## config.mk

```make
export PLATFORM = sky130hd
export DESIGN_NAME = pst_ctrl
export DESIGN_NICKNAME = d
export VERILOG_FILES = /design/src/pst_pkg.sv /design/src/pst_ctrl.sv
export SDC_FILE = /design/constraint.sdc
export NUM_CORES = 1
export LEC_CHECK = 0
export ABC_AREA = 1
export ABC_CLOCK_PERIOD_IN_PS = 1760
export BUFFER_PORTS_ARGS = -buffer_cell sky130_fd_sc_hd__buf_2
export CAP_MARGIN = 20
export CORE_MARGIN = 4
export CORE_UTILIZATION = 45
export CTS_CLUSTER_DIAMETER = 100
export DETAILED_ROUTE_END_ITERATION = 10
export PLACE_DENSITY = 0.79
export SLEW_MARGIN = 20
export SYNTH_ARGS = -nofsm -noshare
export SYNTH_HDL_FRONTEND = slang
export SYNTH_SLANG_ARGS = --single-unit
```

## constraint.sdc

```tcl
create_clock -name clk -period 1.76 [get_ports clk]
set_input_delay 0.352 -clock clk [delete_from_list [all_inputs] [get_ports clk]]
set_output_delay 0.352 -clock clk [all_outputs]
set_load 0.01 [all_outputs]
```

## src/pst_pkg.sv

```systemverilog
// ----------------------------------------------------------------------------
// pst_pkg: shared types and codes of the prefix-sum tree engine
// Widths, request codes, walk selects, result kinds and the command and status
// groups between controller and datapath.
// ----------------------------------------------------------------------------
`default_nettype none

package pst_pkg;

  localparam int DEPTH  = 1024;
  localparam int ADDR_W = 10;
  localparam int CNT_W  = 11;
  localparam int PTR_W  = 12;
  localparam int VAL_W  = 32;
  localparam int REQ_W  = 3;
  localparam int IDX_W  = 11;
  localparam int LAST_W = 10;

  localparam logic [REQ_W-1:0] REQ_ADD    = 3'd0;
  localparam logic [REQ_W-1:0] REQ_RADD   = 3'd1;
  localparam logic [REQ_W-1:0] REQ_PREFIX = 3'd2;
  localparam logic [REQ_W-1:0] REQ_RSUM   = 3'd3;
  localparam logic [REQ_W-1:0] REQ_POINT  = 3'd4;
  localparam logic [REQ_W-1:0] REQ_LOWER  = 3'd5;
  localparam logic [REQ_W-1:0] REQ_UPPER  = 3'd6;

  localparam int WSEL_W = 3;
  localparam logic [WSEL_W-1:0] WSEL_ADD_FIRST = 3'd0;
  localparam logic [WSEL_W-1:0] WSEL_ADD_LAST  = 3'd1;
  localparam logic [WSEL_W-1:0] WSEL_SUM_FIRST = 3'd2;
  localparam logic [WSEL_W-1:0] WSEL_SUM_LAST  = 3'd3;
  localparam logic [WSEL_W-1:0] WSEL_SUB_PRIOR = 3'd4;

  localparam int KIND_W = 3;
  localparam logic [KIND_W-1:0] RES_NONE  = 3'd0;
  localparam logic [KIND_W-1:0] RES_SUM   = 3'd1;
  localparam logic [KIND_W-1:0] RES_FOUND = 3'd2;
  localparam logic [KIND_W-1:0] RES_ERR   = 3'd3;
  localparam logic [KIND_W-1:0] RES_ZERO  = 3'd4;

  typedef struct packed {
    logic              in_load;
    logic              clear;
    logic              walk_load;
    logic [WSEL_W-1:0] walk_sel;
    logic              walk_run;
    logic              bnd_issue;
    logic              bnd_eval;
    logic              bnd_skip;
    logic              res_load;
    logic [KIND_W-1:0] res_kind;
  } cmd_t;

  typedef struct packed {
    logic [REQ_W-1:0] req_type;
    logic             fok;
    logic             lok;
    logic             pok;
    logic             amt_pos;
    logic             amt_neg;
    logic             clear_last;
    logic             walk_busy;
    logic             bnd_done;
    logic             bnd_p_ok;
    logic             out_busy;
  } st_t;

endpackage

`default_nettype wire

```

## src/pst_ctrl.sv

```systemverilog
// ----------------------------------------------------------------------------
// pst_ctrl: request sequencer
// Clearing pass, request decode, tree walks, bound search steps and result
// hand-off, issued to the datapath as one command group per cycle.
// ----------------------------------------------------------------------------
`default_nettype none

module pst_ctrl import pst_pkg::*; (
  input  logic clk,
  input  logic rst,
  input  logic cfg_we,
  input  logic req_valid,
  output logic req_ready,
  input  st_t  st,
  output cmd_t cmd
);

  localparam logic [2:0] S_CLEAR  = 3'd0;
  localparam logic [2:0] S_IDLE   = 3'd1;
  localparam logic [2:0] S_DECODE = 3'd2;
  localparam logic [2:0] S_WALK   = 3'd3;
  localparam logic [2:0] S_BRD    = 3'd4;
  localparam logic [2:0] S_BEX    = 3'd5;
  localparam logic [2:0] S_FINISH = 3'd6;

  logic [2:0]        state, state_next;
  logic              second, second_next;
  logic [WSEL_W-1:0] sel2, sel2_next;
  logic [KIND_W-1:0] kind, kind_next;

  assign req_ready = (state == S_IDLE);

  always_comb begin
    state_next  = state;
    second_next = second;
    sel2_next   = sel2;
    kind_next   = kind;
    cmd         = '0;
    cmd.res_kind = kind;
    unique case (state)
      S_CLEAR: begin
        cmd.clear = 1'b1;
        if (st.clear_last) state_next = S_IDLE;
      end
      S_IDLE: begin
        if (req_valid) begin
          cmd.in_load = 1'b1;
          state_next  = S_DECODE;
        end
      end
      S_DECODE: begin
        second_next = 1'b0;
        kind_next   = RES_NONE;
        state_next  = S_WALK;
        unique case (st.req_type)
          REQ_ADD: begin
            if (st.fok) begin
              cmd.walk_load = 1'b1;
              cmd.walk_sel  = WSEL_ADD_FIRST;
            end else begin
              kind_next  = RES_ERR;
              state_next = S_FINISH;
            end
          end
          REQ_RADD: begin
            if (st.fok && st.lok) begin
              cmd.walk_load = 1'b1;
              cmd.walk_sel  = WSEL_ADD_FIRST;
              second_next   = 1'b1;
              sel2_next     = WSEL_ADD_LAST;
            end else begin
              kind_next  = RES_ERR;
              state_next = S_FINISH;
            end
          end
          REQ_PREFIX: begin
            if (st.pok) begin
              cmd.walk_load = 1'b1;
              cmd.walk_sel  = WSEL_SUM_FIRST;
              kind_next     = RES_SUM;
            end else begin
              kind_next  = RES_ERR;
              state_next = S_FINISH;
            end
          end
          REQ_RSUM: begin
            if (st.fok && st.lok) begin
              cmd.walk_load = 1'b1;
              cmd.walk_sel  = WSEL_SUM_LAST;
              second_next   = 1'b1;
              sel2_next     = WSEL_SUB_PRIOR;
              kind_next     = RES_SUM;
            end else begin
              kind_next  = RES_ERR;
              state_next = S_FINISH;
            end
          end
          REQ_POINT: begin
            if (st.fok) begin
              cmd.walk_load = 1'b1;
              cmd.walk_sel  = WSEL_SUM_FIRST;
              second_next   = 1'b1;
              sel2_next     = WSEL_SUB_PRIOR;
              kind_next     = RES_SUM;
            end else begin
              kind_next  = RES_ERR;
              state_next = S_FINISH;
            end
          end
          REQ_LOWER: begin
            if (st.amt_pos) begin
              kind_next  = RES_FOUND;
              state_next = S_BRD;
            end else begin
              kind_next  = RES_ZERO;
              state_next = S_FINISH;
            end
          end
          REQ_UPPER: begin
            if (!st.amt_neg) begin
              kind_next  = RES_FOUND;
              state_next = S_BRD;
            end else begin
              kind_next  = RES_ZERO;
              state_next = S_FINISH;
            end
          end
          default: state_next = S_IDLE;
        endcase
      end
      S_WALK: begin
        if (st.walk_busy) begin
          cmd.walk_run = 1'b1;
        end else if (second) begin
          cmd.walk_load = 1'b1;
          cmd.walk_sel  = sel2;
          second_next   = 1'b0;
        end else if (kind == RES_NONE) begin
          state_next = S_IDLE;
        end else begin
          state_next = S_FINISH;
        end
      end
      S_BRD: begin
        if (st.bnd_done) begin
          state_next = S_FINISH;
        end else if (st.bnd_p_ok) begin
          cmd.bnd_issue = 1'b1;
          state_next    = S_BEX;
        end else begin
          cmd.bnd_skip = 1'b1;
        end
      end
      S_BEX: begin
        cmd.bnd_eval = 1'b1;
        state_next   = S_BRD;
      end
      S_FINISH: begin
        if (!st.out_busy) begin
          cmd.res_load = 1'b1;
          state_next   = S_IDLE;
        end
      end
      default: state_next = S_CLEAR;
    endcase
    if (cfg_we) begin
      state_next = S_CLEAR;
      cmd.clear  = 1'b0;
    end
  end

  always_ff @(posedge clk) begin
    if (rst) begin
      state  <= S_CLEAR;
      second <= 1'b0;
      sel2   <= WSEL_ADD_FIRST;
      kind   <= RES_NONE;
    end else begin
      state  <= state_next;
      second <= second_next;
      sel2   <= sel2_next;
      kind   <= kind_next;
    end
  end

endmodule

`default_nettype wire

```

* Word-level counts from Yosys, hierarchy flattened
Cells that the tools add are included.
** Storage, ports and cells
- Input port bits :: 17
- Word-level logic and storage cells :: 93
- Flip-flop bits (word level) :: 10
** Cells by class
- Reductions and logical operators :: 12
- Multiplexer cells :: 56
- Eq/ne operators :: 21
** Operators by type and width (count)
- $mux 3 :: 16
- $pmux 3 s7 :: 2
- $mux 4 :: 7
- $pmux 4 s5 :: 1
- $eq 3x3->1 const B :: 6
- $mux 1 :: 18
- $ne 2x2->1 const B :: 8
- $pmux 3 s5 :: 1
- $mux 2 :: 7
- $eq 3x2->1 const B :: 4
- $logic_not 3->1 :: 3
- $pmux 3 s3 :: 1
- $pmux 4 s2 :: 1
- $eq 3x1->1 const B :: 2
- $reduce_and 6->1 :: 1
- $reduce_or 2->1 :: 3
- $reduce_and 5->1 :: 1
- $pmux 1 s2 :: 2
- $ne 3x3->1 const B :: 1
- $reduce_bool 3->1 :: 1
- $reduce_and 2->1 :: 1
- $reduce_bool 2->1 :: 1
- $logic_and 1x1->1 :: 1

* Depth between registers and ports, before layout
Gate-level depths: netlist of the first run.
- Depth in word-level cells :: 5
- Depth in mapped cells :: 9

* Worst setup path before layout of the first run
Ideal clock, no wire load.
- Path type :: input to output
- Start point :: in st[12] in the netlist's numbering
- End point :: out cmd[11] in the netlist's numbering
- Arrival :: 1.212 ns
- Stages :: 7
- Path buffers :: 1
- Setup slack :: 0.196 ns
- Data required time :: 1.408 ns
- Cells stage by stage :: clkbuf_8 clkinv_2 nand2_1 nor2_1 nor2_1 and2_1 o21ai_0
** RTL lines
- from (decl) :: line pst_ctrl.sv:14 : input st_t st,
- to (decl) :: line pst_ctrl.sv:15 : output cmd_t cmd

==> flow_summary.json, run 1 <==
{
  "status": "complete, no violations",
  "power_density_nw_per_um2": 465,
  "ff2ff_setup_slack_ns": 0.45,
  "ant_nets": 0,
  "fillerInstances": 174,
  "grtUsageTotal_pct": 19.6,
  "ys_seq_elements": 9,
  "wl_per_cell_um": 11.5,
  "final_core_util_pct": 60.1,
  "insertedDiodeCount": 0,
  "rsz0062_at_grt": "true",
  "worstPathRequired_ns": 1.41,
  "die_width_um": 52.1,
  "num_rows": 15,
  "grt_pass1_vias": 955,
  "avgSynthCellArea_um2": 5.99,
  "vias": 1046,
  "yosysSeqAreaShare_pct": 20.6,
  "synth_edf_count": 0,
  "wl_mm": 2.33,
  "place_hpwl_mm": 1.84,
  "hold_path.class": "in2reg",
  "finalHoldViolCount": 0,
  "setup_tns_ns": 0,
  "hold_path_depth": 2,
  "place_area_um2": 1030,
  "dr.pass1.iters": 4,
  "slew_headroom_pct": 82.2,
  "drv_slew": 0,
  "via_per_inst": 5.15,
  "cap_viol_max_count": 0,
  "setup_slack_ns": 0.0991,
  "dieHeight_um": 52.1,
  "clk-insertion-delay-late_ns": 0.27,
  "leakage_nw": 0.517,
  "endpoint_kind": "output pin",
  "multiInputGateArea_um2": 561,
  "worst_slew_pin_slew_ns": 0.264,
  "cts_buffers": 3,
  "yosys_warnings": 0,
  "hp-start": "rst",
  "fin_crit_sh_pct": 94.4,
  "first_iter_violations": 27,
  "arrival_ns": 1.31,
  "period_needed_ns": 1.66,
  "synth_cells": 146,
  "dp.cells": 199,
  "cp_max_fo": 8,
  "area_growth_syn_to_layout_pct": 22.6,
  "path_clk_slew_ns": 0.06,
  "clock_skew_ns": 0.00494,
  "drc_errors": 0,
  "post-cts-setup-buffers": 0,
  "reg2reg_to": "state[1]",
  "ios": 32,
  "grt_overflow_total": 0,
  "yosysUniqueCellTypes": 30,
  "cts_root_buf": "clkbuf_4",
  "rr_startpoint": "state[1]",
  "nNetsFinal": 196,
  "setup_viol": 0,
  "max_freq_mhz": 602,
  "r2r_cells": 7,
  "pre_cts_ws_ns": 0.145,
  "grt_pass1_wl_mm": 3.99,
  "hold_buffers": 0,
  "core_area_um2": 1780,
  "drive_gt1_share_pct": 33.1,
  "ctsResizeCount": 2,
  "holdPathEnd": "sel2[0]",
  "crit_type": "reg2out",
  "async_flop_share_pct": 0,
  "regArea_um2": 189,
  "vdd_drop_max_uv": 423,
  "antenna_found_initial": 0,
  "synth_fp_nets": 163,
  "cts_tree": "done",
  "die_area_um2": 2710,
  "clkSinkCount": 9,
  "routabilityCongestion": 0.836,
  "syn_area_um2": 875,
  "ctsLongestPathBuffers": 2,
  "synth_ff_type": "dfxtp_1",
  "port-buffer-count": 31,
  "startpoint_type": "flop",
  "postLayoutCellArea_um2": 1070,
  "stdcell_count": 203,
  "grt_max_degree": 10,
  "cts_htree_levels": 1,
  "initial_utilization_pct": 49.1
}
power breakdown:
part	switching [mW]	internal, mW	total [mW]	leakage (nW)
Clock	0.0771	0.0877	0.165	0.0150
Sequential	0.00572	0.205	0.211	0.0747
Combinational	0.0767	0.0458	0.123	0.427
per-stage QoR:
| step | power [mW] | hold slack (ns) |
|---|---|---|
| final | 0.498 | 0.329 |
| after global routing | 0.535 | 0.329 |
| after CTS | 0.505 | 0.328 |
| after detailed placement | 0.336 | 0.459 |
| after global placement | 0.334 | 0.458 |
| after floorplan | 0.296 | 0.414 |
worst max path at each step:
stage	from	endpoint	slack [ns]
after global placement	st[11]	cmd[11]	0.11
after floorplan	st[12]	cmd[11]	0.20
after CTS	state[1]	cmd[8]	0.03
final	state[1]	cmd[8]	0.1
after global routing	state[1]	cmd[8]	-0.02
after detailed placement	st[10]	cmd[11]	0.15
cell usage after synthesis, types with 3 or more instances:
master | instances | area share [%]
dfxtp_1 | 9 | 21
inv_1 | 16 | 6.9
nor2_1 | 19 | 8.2
nand3_1 | 13 | 7.4
o211ai_1 | 3 | 2.6
nor2_2 | 3 | 2.1
a21oi_1 | 8 | 4.6
inv_2 | 4 | 1.7
o21ai_0 | 6 | 3.4
nand2_1 | 35 | 15
nand4_1 | 8 | 5.7
flip-flops by register name, summed over array words and instances (netlist names):
signal	cells
kind	3
sel2	2
second	1
state	3
per-layer routing:
layer / track usage, % / share of wire, % / wire (um) / up-vias
li1: - / - / - / 538
met1: 25.4 / 45 / 1050 / 468
met2: 30.3 / 47 / 1080 / 33
met3: 2.87 / 5.5 / 128 / 7
met4: 11.8 / 3.0 / 69 / 0
met5: 0 / 0 / 0 / -
logic make-up after synthesis:
kind of cell / Yosys count / synth area share, %
flops: 9 / 20.6
compound gates: 23 / 16.2
buf+inv: 28 / 16.2
simple gates: 86 / 47.1
critical path, cell delays in order, from the launching register on:
cell and delay [ns]:
dfxtp_4 0.41, nand2_1 0.08, nor2_2 0.14, nand3_2 0.11
o22ai_1 0.16, buf_2 0.15
area by class of cell:
class,count,area share [%]
multi-input combinational,109,52.3
sequential,9,17.6
timing repair buffer,33,15.9
inverter,23,8.87
tap,25,2.92
clock buffer,4,2.45
layout by cell type (no fill, tap or decap), types with 2 or more instances in the layout:
| cell type | n |
|---|---|
| inv_2 | 4 |
| a21oi_1 | 8 |
| nand3_1 | 12 |
| buf_4 | 2 |
| nand4_1 | 8 |
| nand2_1 | 35 |
| o211ai_1 | 3 |
| dfxtp_4 | 2 |
| clkbuf_4 | 3 |
| buf_2 | 31 |
| inv_1 | 16 |
| o21ai_0 | 5 |
| nor2_2 | 4 |
| nand3_2 | 2 |
| dfxtp_1 | 6 |
| nor2_1 | 18 |
| o21ai_1 | 3 |
Note: power is estimated with default switching activity, not from simulation.
==> run 2, diff against run 1 <==
Settings changed: CELL_PAD_IN_SITES_DETAIL_PLACEMENT set to 2, CELL_PAD_IN_SITES_GLOBAL_PLACEMENT set to 2, CORE_UTILIZATION 45 to 24, PLACE_DENSITY 0.79 to 0.83.
==> flow_summary.json, run 2 (synthesis results as in run 1) <==
{
  "dr.pass1.iters": 4,
  "postLayoutCellArea_um2": 1220,
  "ios": 32,
  "drc_errors": 0,
  "rr_startpoint": "state[1]",
  "endpoint_kind": "output pin",
  "initial_utilization_pct": 25.6,
  "antenna_found_initial": 0,
  "cpMaxStageDelayCell": "dfxtp_4",
  "startpoint_type": "flop",
  "cts_tree": "done",
  "slew_headroom_pct": 77.3,
  "place_hpwl_mm": 2.79,
  "port-buffer-count": 31,
  "wl_per_cell_um": 16.2,
  "crit_type": "reg2out",
  "worstSetupStartpoint": "state[1]",
  "clk-insertion-delay-late_ns": 0.27,
  "num_rows": 21,
  "path_clk_slew_ns": 0.07,
  "period_needed_ns": 1.71,
  "worstPathRequired_ns": 1.41,
  "ff2ff_setup_slack_ns": 0.22,
  "wl_met2_mm": 1.97,
  "clock_skew_ns": 0.000852,
  "dieHeight_um": 68.4,
  "fin_crit_sh_pct": 97.1,
  "grt_overflow_total": 0,
  "fin_hold_ws_ns": 0.349,
  "cp.depth": 6,
  "cap_viol_max_count": 0,
  "layout_commonest_cell": "nand2_1",
  "power_density_nw_per_um2": 435,
  "nNetsFinal": 209,
  "grt_pass1_vias": 1175,
  "clkSinkCount": 9,
  "grt_pass1_wl_mm": 5.44,
  "hold_buffers": 0,
  "max_stage_delay_ns": 0.38,
  "reg2reg_to": "state[1]",
  "cts_htree_levels": 1,
  "vdd_drop_max_uv": 108,
  "finalHoldViolCount": 0,
  "insertedDiodeCount": 0,
  "r2r_cells": 9,
  "die_width_um": 68.4,
  "topRoutingLayerUsed": "met4",
  "core_area_um2": 3420,
  "die_area_um2": 4670,
  "crit_family": "flip-flops",
  "wl_met3_um": 84,
  "hold_path.class": "in2reg",
  "status": "complete, no violations",
  "p_total_mw": 0.532,
  "cts_buffers": 3,
  "cts_root_buf": "clkbuf_4",
  "grtUsageTotal_pct": 15.4,
  "worst-path-buf-inv": 4,
  "via_per_inst": 4.89,
  "m1WireLength_mm": 1.74,
  "vias": 1158,
  "endpoint": "cmd[9]",
  "area_growth_syn_to_layout_pct": 39.8,
  "max_freq_mhz": 585,
  "leakage_nw": 0.581,
  "drive_gt1_share_pct": 40.3,
  "wl_mm": 3.84,
  "grt_max_degree": 10,
  "routabilityCongestion": 0.892,
  "ant_nets": 0,
  "reg.largest.list": "kind (3), state (3), sel2 (2)",
  "crit_chain": "inv_6 > nor3_4 > buf_6 > nand2_2 > inv_2 > buf_2",
  "worst_slew_pin_slew_ns": 0.337,
  "first_iter_violations": 24,
  "most-common-layout-cells": "33 x nand2_1, 31 x buf_2, 18 x nor2_1, 15 x inv_1, 14 x buf_4",
  "cp_max_fo": 4,
  "drv_slew": 0,
  "setup_viol": 0,
  "ctsLongestPathBuffers": 2,
  "arrival_ns": 1.36,
  "place_area_um2": 1070
}
[run 2: changes by cell type in the layout (fill, tap and decap cells not counted)]
cell	delta
buf_6	+1
o21ai_2	+1
inv_1	-1
nor2_4	+1
nand2_2	+2
nor2_2	-1
o22ai_2	+1
inv_4	+1
o22ai_1	-1
nand2_1	-2
buf_4	+12
o21ai_1	-1
[run 2: final cells by class]
| cell class | count | area [um^2] |
|---|---|---|
| timing repair buffer | 46 | 272 |
| clock buffer | 4 | 26.3 |
| sequential | 9 | 189 |
| multi-input combinational | 109 | 581 |
| fill | 432 | 2190 |
| inverter | 23 | 97.6 |
| tap | 46 | 57.6 |
[run 2: routing by layer]
metal,GRT usage (%),vias to the layer above
met3,1.15,4
met2,27.9,24
li1,-,563
met1,18.7,567
met5,0,-
met4,5.71,0
[run 2: worst min-delay path by stage]
stage	from	endpoint	slack, ns	cells after the start
CTS	rst	sel2[0]	0.34	2
finish	rst	sel2[0]	0.35	2
global placement	sel2[0]	sel2[0]	0.46	2
detailed placement	sel2[0]	sel2[0]	0.47	2
floorplan	rst	sel2[0]	0.41	1
global route	rst	sel2[0]	0.36	2
[run 2: worst register-to-register path: stages (launching register included)]
cell      delay [ns]
dfxtp_4         0.38
inv_6           0.04
nor3_4          0.31
buf_4           0.17
buf_4           0.09
buf_4           0.11
nand2_1         0.08
nand3b_1        0.10
nand2_1         0.06
a21oi_1         0.13
[run 2: stage by stage]
stage          util [%]  TNS, ns  setup slack, ns  cells
6_report           35.8        0           0.0518    237
5_1_grt            35.8  -0.0660          -0.0249    237
4_1_cts            32.6        0          0.00887    227
3_5_place_dp       31.4        0           0.0382    222
3_3_place_gp       31.4        0            0.167    222
2_1_floorplan         -        0            0.196    146
[run 2: where the power goes]
group | internal [mW] | total [mW] | switching, mW
combinational | 0.0571 | 0.150 | 0.0930
sequential | 0.205 | 0.210 | 0.00525
clock | 0.0877 | 0.172 | 0.0838
total | 0.350 | 0.532 | 0.182
[run 2: timing repair]
action,4_1_cts,5_1_grt
resized for setup,6,10
pin swaps,1,3
endpoints found under the setup margin,7,3
setup buffers,1,10
